===== config.mk =====
export PLATFORM = sky130hd
export DESIGN_NAME = ascii_two_operand_calculator_core_flat
export DESIGN_NICKNAME = d
export VERILOG_FILES = /design/src/sv/atoc_pkg.sv /design/src/sv/atoc_in_if.sv /design/src/sv/atoc_out_if.sv /design/src/sv/atoc_parser.sv /design/src/sv/atoc_alu.sv /design/src/sv/ascii_two_operand_calculator_core.sv /design/src/flat_wrapper.sv
export VERILOG_INCLUDE_DIRS = /design/src /design/src/sv
export SDC_FILE = /design/constraint.sdc
export NUM_CORES = 1
export LEC_CHECK = 0
export BUFFER_PORTS_ARGS = -buffer_cell sky130_fd_sc_hd__buf_2
export CAP_MARGIN = 20
export CELL_PAD_IN_SITES_DETAIL_PLACEMENT = 1
export CELL_PAD_IN_SITES_GLOBAL_PLACEMENT = 1
export CORE_UTILIZATION = 26
export DETAILED_ROUTE_END_ITERATION = 7
export HOLD_SLACK_MARGIN = 0.05
export PLACE_DENSITY_LB_ADDON = 0.1
export SLEW_MARGIN = 10
export SYNTH_ARGS = -nofsm -noshare
export SYNTH_HDL_FRONTEND = slang
export SYNTH_SLANG_ARGS = --single-unit

===== constraint.sdc =====
create_clock -name clk -period 5.8 [get_ports clk]
set_input_delay 1.74 -clock clk [delete_from_list [all_inputs] [get_ports clk]]
set_output_delay 1.74 -clock clk [all_outputs]
set_load 0.05 [all_outputs]

===== src/sv/assert_macros.svh =====
// assertion macros shared by the calculator modules
`ifndef ASSERT_MACROS_SVH
`define ASSERT_MACROS_SVH

// same-cycle implication, checked outside reset
`define ASSERT_IMPLY(lbl, clk, rst_n, ante, cons) \
  lbl: assert property (@(posedge clk) disable iff (!rst_n) (ante) |-> (cons)) \
    else $error("same-cycle implication violated");

// next-cycle implication, checked outside reset
`define ASSERT_NEXT(lbl, clk, rst_n, ante, cons) \
  lbl: assert property (@(posedge clk) disable iff (!rst_n) (ante) |=> (cons)) \
    else $error("next-cycle implication violated");

`endif


===== src/sv/atoc_pkg.sv =====
// types, constants and character helpers for the ascii calculator
package atoc_pkg;

  localparam int CHAR_W         = 8;
  localparam int VALUE_W        = 32;
  localparam int STATUS_W       = 2;
  localparam int MAX_DIGITS_DEF = 8;
  localparam int RADIX          = 10;

  localparam logic [CHAR_W-1:0] CH_PLUS  = 8'h2B;
  localparam logic [CHAR_W-1:0] CH_MINUS = 8'h2D;
  localparam logic [CHAR_W-1:0] CH_STAR  = 8'h2A;
  localparam logic [CHAR_W-1:0] CH_SLASH = 8'h2F;
  localparam logic [CHAR_W-1:0] CH_ZERO  = 8'h30;
  localparam logic [CHAR_W-1:0] CH_NINE  = 8'h39;

  typedef enum logic [1:0] {
    OP_ADD,
    OP_SUB,
    OP_MUL,
    OP_DIV
  } op_t;

  typedef enum logic [STATUS_W-1:0] {
    ST_OK,
    ST_OVERFLOW,
    ST_NO_OPERATOR,
    ST_DIV_ZERO
  } status_t;

  typedef enum logic [2:0] {
    S_IDLE,
    S_ADDSUB,
    S_MUL,
    S_DIV,
    S_DONE
  } alu_state_t;

  // expression summary handed from the parser to the arithmetic unit
  typedef struct packed {
    logic ovf;
    logic op_seen;
    op_t  op;
  } launch_t;

  // bits needed for a number of the given digit count
  function automatic int acc_width(input int digits);
    return $clog2(RADIX ** digits);
  endfunction

  function automatic logic is_numeral(input logic [CHAR_W-1:0] c);
    return (c >= CH_ZERO) && (c <= CH_NINE);
  endfunction

  function automatic logic is_op(input logic [CHAR_W-1:0] c);
    return (c == CH_PLUS) || (c == CH_MINUS) || (c == CH_STAR) || (c == CH_SLASH);
  endfunction

  function automatic op_t op_code(input logic [CHAR_W-1:0] c);
    op_t op;
    unique case (c)
      CH_MINUS: op = OP_SUB;
      CH_STAR:  op = OP_MUL;
      CH_SLASH: op = OP_DIV;
      default:  op = OP_ADD;
    endcase
    return op;
  endfunction

endpackage


===== src/sv/atoc_in_if.sv =====
// request channel carrying one expression character
interface atoc_in_if;
  logic                          valid;
  logic                          ready;
  logic [atoc_pkg::CHAR_W-1:0]   char_byte;
  logic                          final_char;

  modport source (output valid, output char_byte, output final_char, input ready);
  modport sink   (input valid, input char_byte, input final_char, output ready);
endinterface


===== src/sv/atoc_out_if.sv =====
// result channel carrying value and status
interface atoc_out_if;
  logic                                valid;
  logic                                ready;
  logic signed [atoc_pkg::VALUE_W-1:0] value;
  logic [atoc_pkg::STATUS_W-1:0]       status;

  modport source (output valid, output value, output status, input ready);
  modport sink   (input valid, input value, input status, output ready);
endinterface


===== src/sv/atoc_parser.sv =====
// character front end: digit accumulation, operand and operator capture
`include "assert_macros.svh"
module atoc_parser #(
  parameter int MAX_NUMBER_DIGITS = atoc_pkg::MAX_DIGITS_DEF,
  localparam int ACC_W  = atoc_pkg::acc_width(MAX_NUMBER_DIGITS),
  localparam int DCNT_W = $clog2(MAX_NUMBER_DIGITS + 1)
) (
  input  logic                        clk,
  input  logic                        rst_n,
  input  logic                        fire,
  input  logic [atoc_pkg::CHAR_W-1:0] char_byte,
  input  logic                        final_char,
  output atoc_pkg::launch_t           launch,
  output logic [ACC_W-1:0]            first_opnd,
  output logic [ACC_W-1:0]            second_opnd
);

  logic [ACC_W-1:0]  acc_r, acc_nxt;
  logic [DCNT_W-1:0] dcnt_r, dcnt_nxt;
  logic [1:0]        nseen_r, nseen_nxt;
  logic [ACC_W-1:0]  first_r, first_nxt;
  logic [ACC_W-1:0]  second_r, second_nxt;
  logic              opseen_r, opseen_nxt;
  atoc_pkg::op_t     opcode_r, opcode_nxt;
  logic              ovf_r, ovf_nxt;

  logic              digit_w, op_w, close_w;
  logic [3:0]        digit_val;
  logic [ACC_W+3:0]  times10;
  logic [ACC_W-1:0]  acc_dig;

  assign digit_w   = atoc_pkg::is_numeral(char_byte);
  assign op_w      = atoc_pkg::is_op(char_byte);
  assign close_w   = op_w || final_char;
  assign digit_val = 4'(char_byte - atoc_pkg::CH_ZERO);
  // acc * 10 + digit as two shifts and adds
  assign times10   = ((ACC_W+4)'(acc_r) << 3) + ((ACC_W+4)'(acc_r) << 1)
                   + (ACC_W+4)'(digit_val);
  assign acc_dig   = ACC_W'(times10);

  always_comb begin
    logic [ACC_W-1:0] acc_t;
    logic [ACC_W-1:0] first_t;
    logic [ACC_W-1:0] second_t;
    logic [1:0]       nseen_t;
    acc_t      = acc_r;
    dcnt_nxt   = dcnt_r;
    ovf_nxt    = ovf_r;
    opseen_nxt = opseen_r;
    opcode_nxt = opcode_r;
    if (digit_w) begin
      if (dcnt_r >= DCNT_W'(MAX_NUMBER_DIGITS)) begin
        ovf_nxt = 1'b1;
      end else begin
        acc_t    = acc_dig;
        dcnt_nxt = dcnt_r + 1'b1;
      end
    end
    if (op_w && !opseen_r) begin
      opseen_nxt = 1'b1;
      opcode_nxt = atoc_pkg::op_code(char_byte);
    end
    first_t  = first_r;
    second_t = second_r;
    nseen_t  = nseen_r;
    acc_nxt  = acc_t;
    if (close_w) begin
      if (nseen_r == 2'd0) begin
        first_t = acc_t;
        nseen_t = 2'd1;
      end else if (nseen_r == 2'd1) begin
        second_t = acc_t;
        nseen_t  = 2'd2;
      end
      acc_nxt  = '0;
      dcnt_nxt = '0;
    end
    first_nxt  = first_t;
    second_nxt = second_t;
    nseen_nxt  = nseen_t;

    launch.ovf     = ovf_nxt;
    launch.op_seen = opseen_nxt;
    launch.op      = opcode_nxt;
    first_opnd     = first_t;
    second_opnd    = second_t;

    // expression ends: everything returns to the reset value
    if (final_char) begin
      acc_nxt    = '0;
      dcnt_nxt   = '0;
      nseen_nxt  = '0;
      first_nxt  = '0;
      second_nxt = '0;
      opseen_nxt = 1'b0;
      opcode_nxt = atoc_pkg::OP_ADD;
      ovf_nxt    = 1'b0;
    end
  end

  always_ff @(posedge clk) begin
    if (!rst_n) begin
      acc_r    <= '0;
      dcnt_r   <= '0;
      nseen_r  <= '0;
      first_r  <= '0;
      second_r <= '0;
      opseen_r <= 1'b0;
      opcode_r <= atoc_pkg::OP_ADD;
      ovf_r    <= 1'b0;
    end else if (fire) begin
      acc_r    <= acc_nxt;
      dcnt_r   <= dcnt_nxt;
      nseen_r  <= nseen_nxt;
      first_r  <= first_nxt;
      second_r <= second_nxt;
      opseen_r <= opseen_nxt;
      opcode_r <= opcode_nxt;
      ovf_r    <= ovf_nxt;
    end
  end

  `ASSERT_NEXT(a_clear_after_final, clk, rst_n, fire && final_char, acc_r == '0 && nseen_r == 2'd0 && !ovf_r && !opseen_r)
  `ASSERT_IMPLY(a_dcnt_bound, clk, rst_n, 1'b1, dcnt_r <= DCNT_W'(MAX_NUMBER_DIGITS))

endmodule


===== src/sv/atoc_alu.sv =====
// shared adder sequenced for add, subtract, shift-add multiply, restoring divide
`include "assert_macros.svh"
module atoc_alu #(
  parameter int MAX_NUMBER_DIGITS = atoc_pkg::MAX_DIGITS_DEF,
  localparam int ACC_W = atoc_pkg::acc_width(MAX_NUMBER_DIGITS),
  localparam int VW    = atoc_pkg::VALUE_W,
  localparam int CNT_W = $clog2(ACC_W)
) (
  input  logic                clk,
  input  logic                rst_n,
  input  logic                start,
  input  atoc_pkg::launch_t   launch,
  input  logic [ACC_W-1:0]    first_opnd,
  input  logic [ACC_W-1:0]    second_opnd,
  input  logic                take,
  output logic                idle,
  output logic                done,
  output logic [VW-1:0]       res_value,
  output atoc_pkg::status_t   res_status
);

  atoc_pkg::alu_state_t state_r, state_nxt;
  logic [VW-1:0]        a_r, a_nxt;
  logic [VW-1:0]        b_r, b_nxt;
  logic [VW-1:0]        acc_r, acc_nxt;
  logic [CNT_W-1:0]     cnt_r, cnt_nxt;
  atoc_pkg::op_t        op_r, op_nxt;
  atoc_pkg::status_t    status_r, status_nxt;
  atoc_pkg::status_t    start_status;

  logic [VW-1:0]        add_x, add_y;
  logic                 add_sub;
  logic [VW:0]          sum;
  logic                 carry;

  always_comb begin
    priority if (launch.ovf) begin
      start_status = atoc_pkg::ST_OVERFLOW;
    end else if (!launch.op_seen) begin
      start_status = atoc_pkg::ST_NO_OPERATOR;
    end else if (launch.op == atoc_pkg::OP_DIV && second_opnd == '0) begin
      start_status = atoc_pkg::ST_DIV_ZERO;
    end else begin
      start_status = atoc_pkg::ST_OK;
    end
  end

  // next state
  always_comb begin
    state_nxt = state_r;
    unique case (state_r)
      atoc_pkg::S_IDLE: begin
        if (start) begin
          if (start_status != atoc_pkg::ST_OK) begin
            state_nxt = atoc_pkg::S_DONE;
          end else begin
            unique case (launch.op)
              atoc_pkg::OP_ADD, atoc_pkg::OP_SUB: state_nxt = atoc_pkg::S_ADDSUB;
              atoc_pkg::OP_MUL:                   state_nxt = atoc_pkg::S_MUL;
              atoc_pkg::OP_DIV:                   state_nxt = atoc_pkg::S_DIV;
            endcase
          end
        end
      end
      atoc_pkg::S_ADDSUB: state_nxt = atoc_pkg::S_DONE;
      atoc_pkg::S_MUL, atoc_pkg::S_DIV: begin
        if (cnt_r == '0) begin
          state_nxt = atoc_pkg::S_DONE;
        end
      end
      atoc_pkg::S_DONE: begin
        if (take) begin
          state_nxt = atoc_pkg::S_IDLE;
        end
      end
      default: state_nxt = atoc_pkg::S_IDLE;
    endcase
  end

  // shared adder operand selection
  always_comb begin
    add_x   = a_r;
    add_y   = b_r;
    add_sub = 1'b0;
    unique case (state_r)
      atoc_pkg::S_ADDSUB: add_sub = (op_r == atoc_pkg::OP_SUB);
      atoc_pkg::S_MUL: begin
        add_x = acc_r;
        add_y = a_r;
      end
      atoc_pkg::S_DIV: begin
        add_x   = {acc_r[VW-2:0], a_r[ACC_W-1]};
        add_sub = 1'b1;
      end
      default: ;
    endcase
  end

  assign sum   = {1'b0, add_x} + {1'b0, (add_sub ? ~add_y : add_y)} + (VW+1)'(add_sub);
  assign carry = sum[VW];

  // datapath and outputs
  always_comb begin
    a_nxt      = a_r;
    b_nxt      = b_r;
    acc_nxt    = acc_r;
    cnt_nxt    = cnt_r;
    op_nxt     = op_r;
    status_nxt = status_r;
    unique case (state_r)
      atoc_pkg::S_IDLE: begin
        if (start) begin
          a_nxt      = VW'(first_opnd);
          b_nxt      = VW'(second_opnd);
          acc_nxt    = '0;
          cnt_nxt    = CNT_W'(ACC_W - 1);
          op_nxt     = launch.op;
          status_nxt = start_status;
        end
      end
      atoc_pkg::S_ADDSUB: acc_nxt = sum[VW-1:0];
      atoc_pkg::S_MUL: begin
        if (b_r[0]) begin
          acc_nxt = sum[VW-1:0];
        end
        a_nxt   = a_r << 1;
        b_nxt   = b_r >> 1;
        cnt_nxt = cnt_r - 1'b1;
      end
      atoc_pkg::S_DIV: begin
        // no borrow means the trial subtract fits
        acc_nxt = carry ? sum[VW-1:0] : add_x;
        a_nxt   = {a_r[VW-2:0], carry};
        cnt_nxt = cnt_r - 1'b1;
      end
      default: ;
    endcase
  end

  assign idle       = (state_r == atoc_pkg::S_IDLE);
  assign done       = (state_r == atoc_pkg::S_DONE);
  assign res_status = status_r;
  assign res_value  = (status_r != atoc_pkg::ST_OK) ? '0 :
                      (op_r == atoc_pkg::OP_DIV) ? VW'(a_r[ACC_W-1:0]) : acc_r;

  always_ff @(posedge clk) begin
    if (!rst_n) begin
      state_r <= atoc_pkg::S_IDLE;
    end else begin
      state_r <= state_nxt;
    end
  end

  always_ff @(posedge clk) begin
    a_r      <= a_nxt;
    b_r      <= b_nxt;
    acc_r    <= acc_nxt;
    cnt_r    <= cnt_nxt;
    op_r     <= op_nxt;
    status_r <= status_nxt;
  end

  `ASSERT_IMPLY(a_start_when_idle, clk, rst_n, start, state_r == atoc_pkg::S_IDLE)
  `ASSERT_NEXT(a_ovf_short_path, clk, rst_n, start && launch.ovf, state_r == atoc_pkg::S_DONE && status_r == atoc_pkg::ST_OVERFLOW)

endmodule


===== src/sv/ascii_two_operand_calculator_core.sv =====
// top level of the ascii two-operand calculator
// a non-final request is accepted back to back; a final one starts the unit, which goes straight
//   to done on an error status, through the add/subtract state on add or subtract, and through
//   one shift-add or divide step per cycle on the shared adder on multiply or divide
// the next request is taken once the unit is idle again; ready stays low while the unit
//   works or holds a finished result that the full output register cannot take; reset:
//   synchronous active-low rst_n clears parser state, sequencer and output valid
`include "assert_macros.svh"
module ascii_two_operand_calculator_core #(
  parameter int MAX_NUMBER_DIGITS = atoc_pkg::MAX_DIGITS_DEF
) (
  input  logic        clk,
  input  logic        rst_n,
  atoc_in_if.sink     in_ch,
  atoc_out_if.source  out_ch
);

  localparam int ACC_W = atoc_pkg::acc_width(MAX_NUMBER_DIGITS);
  localparam int VW    = atoc_pkg::VALUE_W;

  // request handshake on the character side
  logic                     in_fire;
  atoc_pkg::launch_t        launch;
  logic [ACC_W-1:0]         first_opnd;
  logic [ACC_W-1:0]         second_opnd;

  // arithmetic unit handshake
  logic                     alu_idle;
  logic                     alu_done;
  logic                     alu_take;
  logic [VW-1:0]            alu_value;
  atoc_pkg::status_t        alu_status;

  // output register parting the result side from the arithmetic unit
  logic                     out_valid_r, out_valid_nxt;
  logic [VW-1:0]            out_value_r;
  atoc_pkg::status_t        out_status_r;

  // input is taken whenever the unit is not busy with a final character
  assign in_ch.ready = alu_idle;
  assign in_fire     = in_ch.valid && in_ch.ready;

  atoc_parser #(
    .MAX_NUMBER_DIGITS (MAX_NUMBER_DIGITS)
  ) u_parser (
    .clk         (clk),
    .rst_n       (rst_n),
    .fire        (in_fire),
    .char_byte   (in_ch.char_byte),
    .final_char  (in_ch.final_char),
    .launch      (launch),
    .first_opnd  (first_opnd),
    .second_opnd (second_opnd)
  );

  // the final character launches the arithmetic with the closed-out operands
  atoc_alu #(
    .MAX_NUMBER_DIGITS (MAX_NUMBER_DIGITS)
  ) u_alu (
    .clk         (clk),
    .rst_n       (rst_n),
    .start       (in_fire && in_ch.final_char),
    .launch      (launch),
    .first_opnd  (first_opnd),
    .second_opnd (second_opnd),
    .take        (alu_take),
    .idle        (alu_idle),
    .done        (alu_done),
    .res_value   (alu_value),
    .res_status  (alu_status)
  );

  // a finished result moves on when the output slot is empty or draining
  assign alu_take = alu_done && (!out_valid_r || out_ch.ready);

  always_comb begin
    out_valid_nxt = out_valid_r;
    if (alu_take) begin
      out_valid_nxt = 1'b1;
    end else if (out_ch.ready) begin
      out_valid_nxt = 1'b0;
    end
  end

  always_ff @(posedge clk) begin
    if (!rst_n) begin
      out_valid_r <= 1'b0;
    end else begin
      out_valid_r <= out_valid_nxt;
    end
  end

  always_ff @(posedge clk) begin
    if (alu_take) begin
      out_value_r  <= alu_value;
      out_status_r <= alu_status;
    end
  end

  assign out_ch.valid  = out_valid_r;
  assign out_ch.value  = out_value_r;
  assign out_ch.status = out_status_r;

  // a taken result is presented on the next cycle
  `ASSERT_NEXT(a_take_shows_result, clk, rst_n, alu_take, out_valid_r)
  // input is never open while a result sits in the arithmetic unit
  `ASSERT_IMPLY(a_ready_not_done, clk, rst_n, in_ch.ready, !alu_done)

endmodule

===== src/flat_wrapper.sv =====
// flat-port wrapper written by rule: the top's interface ports become plain ports
module ascii_two_operand_calculator_core_flat 
#(
  parameter int MAX_NUMBER_DIGITS = atoc_pkg::MAX_DIGITS_DEF
)
  (clk, rst_n, in_ch_valid, in_ch_char_byte, in_ch_final_char, in_ch_ready, out_ch_valid, out_ch_value, out_ch_status, out_ch_ready);
  atoc_in_if in_ch_i ();
  atoc_out_if out_ch_i ();
  input  logic clk;
  input  logic rst_n;
  input wire logic [$bits(in_ch_i.valid)-1:0] in_ch_valid;
  input wire logic [$bits(in_ch_i.char_byte)-1:0] in_ch_char_byte;
  input wire logic [$bits(in_ch_i.final_char)-1:0] in_ch_final_char;
  output wire logic [$bits(in_ch_i.ready)-1:0] in_ch_ready;
  output wire logic [$bits(out_ch_i.valid)-1:0] out_ch_valid;
  output wire logic [$bits(out_ch_i.value)-1:0] out_ch_value;
  output wire logic [$bits(out_ch_i.status)-1:0] out_ch_status;
  input wire logic [$bits(out_ch_i.ready)-1:0] out_ch_ready;
  assign in_ch_i.valid = in_ch_valid;
  assign in_ch_i.char_byte = in_ch_char_byte;
  assign in_ch_i.final_char = in_ch_final_char;
  assign in_ch_ready = in_ch_i.ready;
  assign out_ch_valid = out_ch_i.valid;
  assign out_ch_value = out_ch_i.value;
  assign out_ch_status = out_ch_i.status;
  assign out_ch_i.ready = out_ch_ready;
  ascii_two_operand_calculator_core #(.MAX_NUMBER_DIGITS(MAX_NUMBER_DIGITS)) u_core (.clk(clk), .rst_n(rst_n), .in_ch(in_ch_i), .out_ch(out_ch_i));
endmodule

==> summary.md <==
| Metric | Value |
|---|---|
| Pwr dens | 235 nW/um^2 |
| # nets final | 1802 |
| End of the worst hold path | u_core.u_parser.first_r[23] |
| Synth Warn # | 0 |
| Syn-to-layout area delta | 16.1% |
| Worst Hold Class | register to register |
| Critical path, cell by cell | nor3b_2 -> buf_4 -> mux2i_1 -> o22ai_1 -> fa_1 -> a211oi_1 -> o211ai_1 -> a22oi_2 -> nor4_1 -> or4_4 -> a31o_2 -> a21oi_4 -> a31oi_2 -> buf_4 -> a32o_1 |
| Grt total ovfl | 0 |
| Rows | 87 |
| Total number of vias | 12.5k |
| Drt first pass iters | 4 |
| Post-synthesis instance total | 1665 |
| Clock period minus final worst setup slack | 5020 ps |
| Clock Skews | 22.8 ps |
| H-tree depth | 1 |
| WL per Instance | 20.3 um |
| Worst Reg-to-Reg Cells | 15 |
| Layout cells sized above 1 | 11.9% |
| Final worst slack | 782 ps |
| R2r setup slk | 780 ps |
| Die width | 240 um |
| Slew Limit Headroom | 29.7% |
| Final setup fails | 0 |
| Clock root cell | clkbuf_16 |
| Hold path depth | 2 |
| Max incr delay on CP | 620 ps |
| Fin cells | 2485 |
| DIE HEIGHT | 240 um |
| Initial antenna violation count | 0 |
| Vias in the first global route | 13.0k |
| Placement Setup Slack | 162 ps |
| Largest net degree at the start of global routing | 79 |
| Cells after DPL | 2427 |
| Clock tree buffer depth | 3 |
| Syn Area/Cell | 8.87 um^2 |
| CTS sink cnt | 229 |
| Syn Std Cell Area | 14800 um^2 |
| Hold wc startpoint | u_core.u_parser.first_r[23] |
| N_diodes | 0 |
| Max-Cap Viols | 0 |
| Capture point of the worst reg-to-reg path | u_core.u_alu.acc_r[12] |
| ANT nets after route | 0 |
| Initial drt markers | 496 |
| RSZ-0062 raised after global routing | no |
| Top achievable clock speed | 0.199 GHz |
| Die area | 57800 um^2 |
| Synth async-reset ratio | 0% |
| Worst-path maximum fanout | 24 |
| #FFs+latches synth | 229 |
| Predominant post-synthesis flop cell | edfxtp_1 |
| VDD IR max | 0.221 mV |
| Final GP Congestion | 0.852 |
| Overall Power | 4.03 mW |
| # DRC | 0 |
| Crit share post-route | 86.5% |
| Worst Path Required | 6140 ps |
| First-pass GRT wire length | 78900 um |
| CTS tree | done |
| Synth cell types | 89 |
| Worst endpoint data arrival time | 5360 ps |
| Setup crit start | u_core.u_alu.state_r[1] |
| Port bufs | 48 |
| Register area share after synthesis | 40.1% |
| Number of synthesized flops with an enable pin | 134 |
| CTS clock-pin slew for the worst setup and hold paths | 60 ps |
| Post CTS Setup Buffer Count | 0 |
| Final Slew Violations | 0 |
| CTS resizes | 0 |
| Drt total wl | 50400 um |
| Crit path kind | register to register |
| Outcome | finished clean |
| Most used cell, CP | buf_4 |
| Critical Path Start Type | register |
| Initial Util | 26.3% |
| I/O Pins | 49 |
| # hold bufs at CTS | 0 |
| Setup TNS Final | 0 ps |
| Crit end category | register |
| Critical-path top delay cell | dfxtp_1 |
| Worst-margin pin slew | 1040 ps |
| Final Hold Fails | 0 |
| Inserted Clock Buffers | 31 |
| Via-to-Cell Ratio | 5.03 |
| FF-to-FF Start | u_core.u_alu.state_r[1] |
| Syn nets | 1763 |
| Core ar. | 56300 um^2 |
| Static Leak | 6.45 nW |
| GRT Resource Usage Total | 17.6% |
| DP HPWL | 37100 um |
| Worst skew pair latency | 590 ps |
==> kinds of logic after synthesis <==
group / synth area share, %
simple gates: 17.0
compound gates: 21.4
flops: 40.1
buf+inv: 3.75
mux: 6.28
fa+ha+maj: 7.35
xor+xnor: 4.09
==> cell usage after synthesis, types with 12 or more instances <==
library cell	instances	area share, %
nand2_1	233	5.9
nor2_1	183	4.6
edfxtp_1	134	27
o21ai_0	119	4.0
a21oi_1	110	3.7
dfxtp_1	95	13
clkbuf_1	86	2.2
mux2i_1	86	5.8
ha_1	82	6.9
a22oi_1	66	3.4
xor2_1	41	2.4
inv_1	32	0.81
xnor2_1	28	1.7
a21o_1	25	1.3
nor3_1	25	0.85
nand3_1	22	0.75
a22o_1	21	1.2
o21ai_1	20	0.68
nand4_1	15	0.64
a31oi_1	12	0.51
o211ai_1	12	0.61
==> worst max path at each step <==
stage | slack [ps] | cells after the start | endpoint
final | 780 | 15 | u_core.u_alu.acc_r[12]
after global routing | 410 | 17 | u_core.u_alu.acc_r[0]
after CTS | 670 | 16 | u_core.u_alu.acc_r[12]
after detailed placement | 160 | 15 | u_core.u_alu.res_status[1]
after global placement | 190 | 15 | u_core.u_alu.res_status[1]
after floorplan | 660 | 13 | u_core.u_alu.res_status[1]
==> per-stage QoR <==
stage	area, um^2	util [%]	hold slack (ps)
finish	17100	30.5	478
global route	17100	30.5	490
CTS	17100	30.5	478
detailed placement	16100	28.6	460
global placement	16100	28.6	457
floorplan	14800	-	441
==> per-layer routing <==
metal	global-route usage (%)	routed length, um	vias to the layer above
li1	-	-	6180
met1	24.3	25000	6145
met2	29.5	23400	112
met3	1.65	1140	51
met4	3.65	823	0
met5	0	0	-
==> worst max-delay path: cells and delay by family, from the launching register on <==
family	cells	cell delay, ps
multiplexers	1	320
flip-flops	1	620
AND/OR/NAND/NOR	3	910
buffers and inverters	2	440
adder cells (fa/ha/maj)	1	460
AO/OA/AOI/OAI	8	2000
==> area by class of cell <==
| cell class | instances | area, um^2 |
|---|---|---|
| fillers | 6548 | 39100 |
| multi-input cells | 1297 | 8350 |
| flip-flops and latches | 229 | 5930 |
| clock buffers | 49 | 970 |
| well taps | 756 | 946 |
| repair buffers | 112 | 743 |
| inverters | 33 | 124 |
| clock inverters | 9 | 85.1 |
==> cell usage in the layout, fill, tap and decap left out, drive strengths merged, types with 26 or more instances in the layout <==
master and n:
nand2 233, nor2 183, o21ai 139, edfxtp 134
a21oi 112, buf 112, dfxtp 95, mux2i 86
ha 82, a22oi 67, clkbuf 49, xor2 41
inv 35, xnor2 28, nor3 26
==> power by group <==
| part | switching (mW) | leakage, nW | internal (mW) |
|---|---|---|---|
| Sequential | 0.0299 | 2.04 | 1.75 |
| Clock | 0.774 | 0.519 | 1.19 |
| Combinational | 0.206 | 3.89 | 0.0869 |
==> state kept, by name, summed over array words and instances (netlist names), 2 cells and up <==
register / cells
u_core.u_parser.dcnt_r: 4
u_core.u_alu.b_r: 27
u_core.u_parser.second_r: 27
u_core.out_ch.status: 2
u_core.u_parser.nseen_r: 2
u_core.u_alu.state_r: 3
u_core.u_alu.op_r: 2
u_core.u_alu.a_r: 32
u_core.u_alu.res_status: 2
u_core.u_alu.cnt_r: 5
u_core.u_parser.first_r: 27
u_core.u_parser.acc_r: 27
u_core.out_ch.value: 32
u_core.u_parser.opcode_r: 2
u_core.u_alu.acc_r: 32
(Power assumes the default switching activity.)
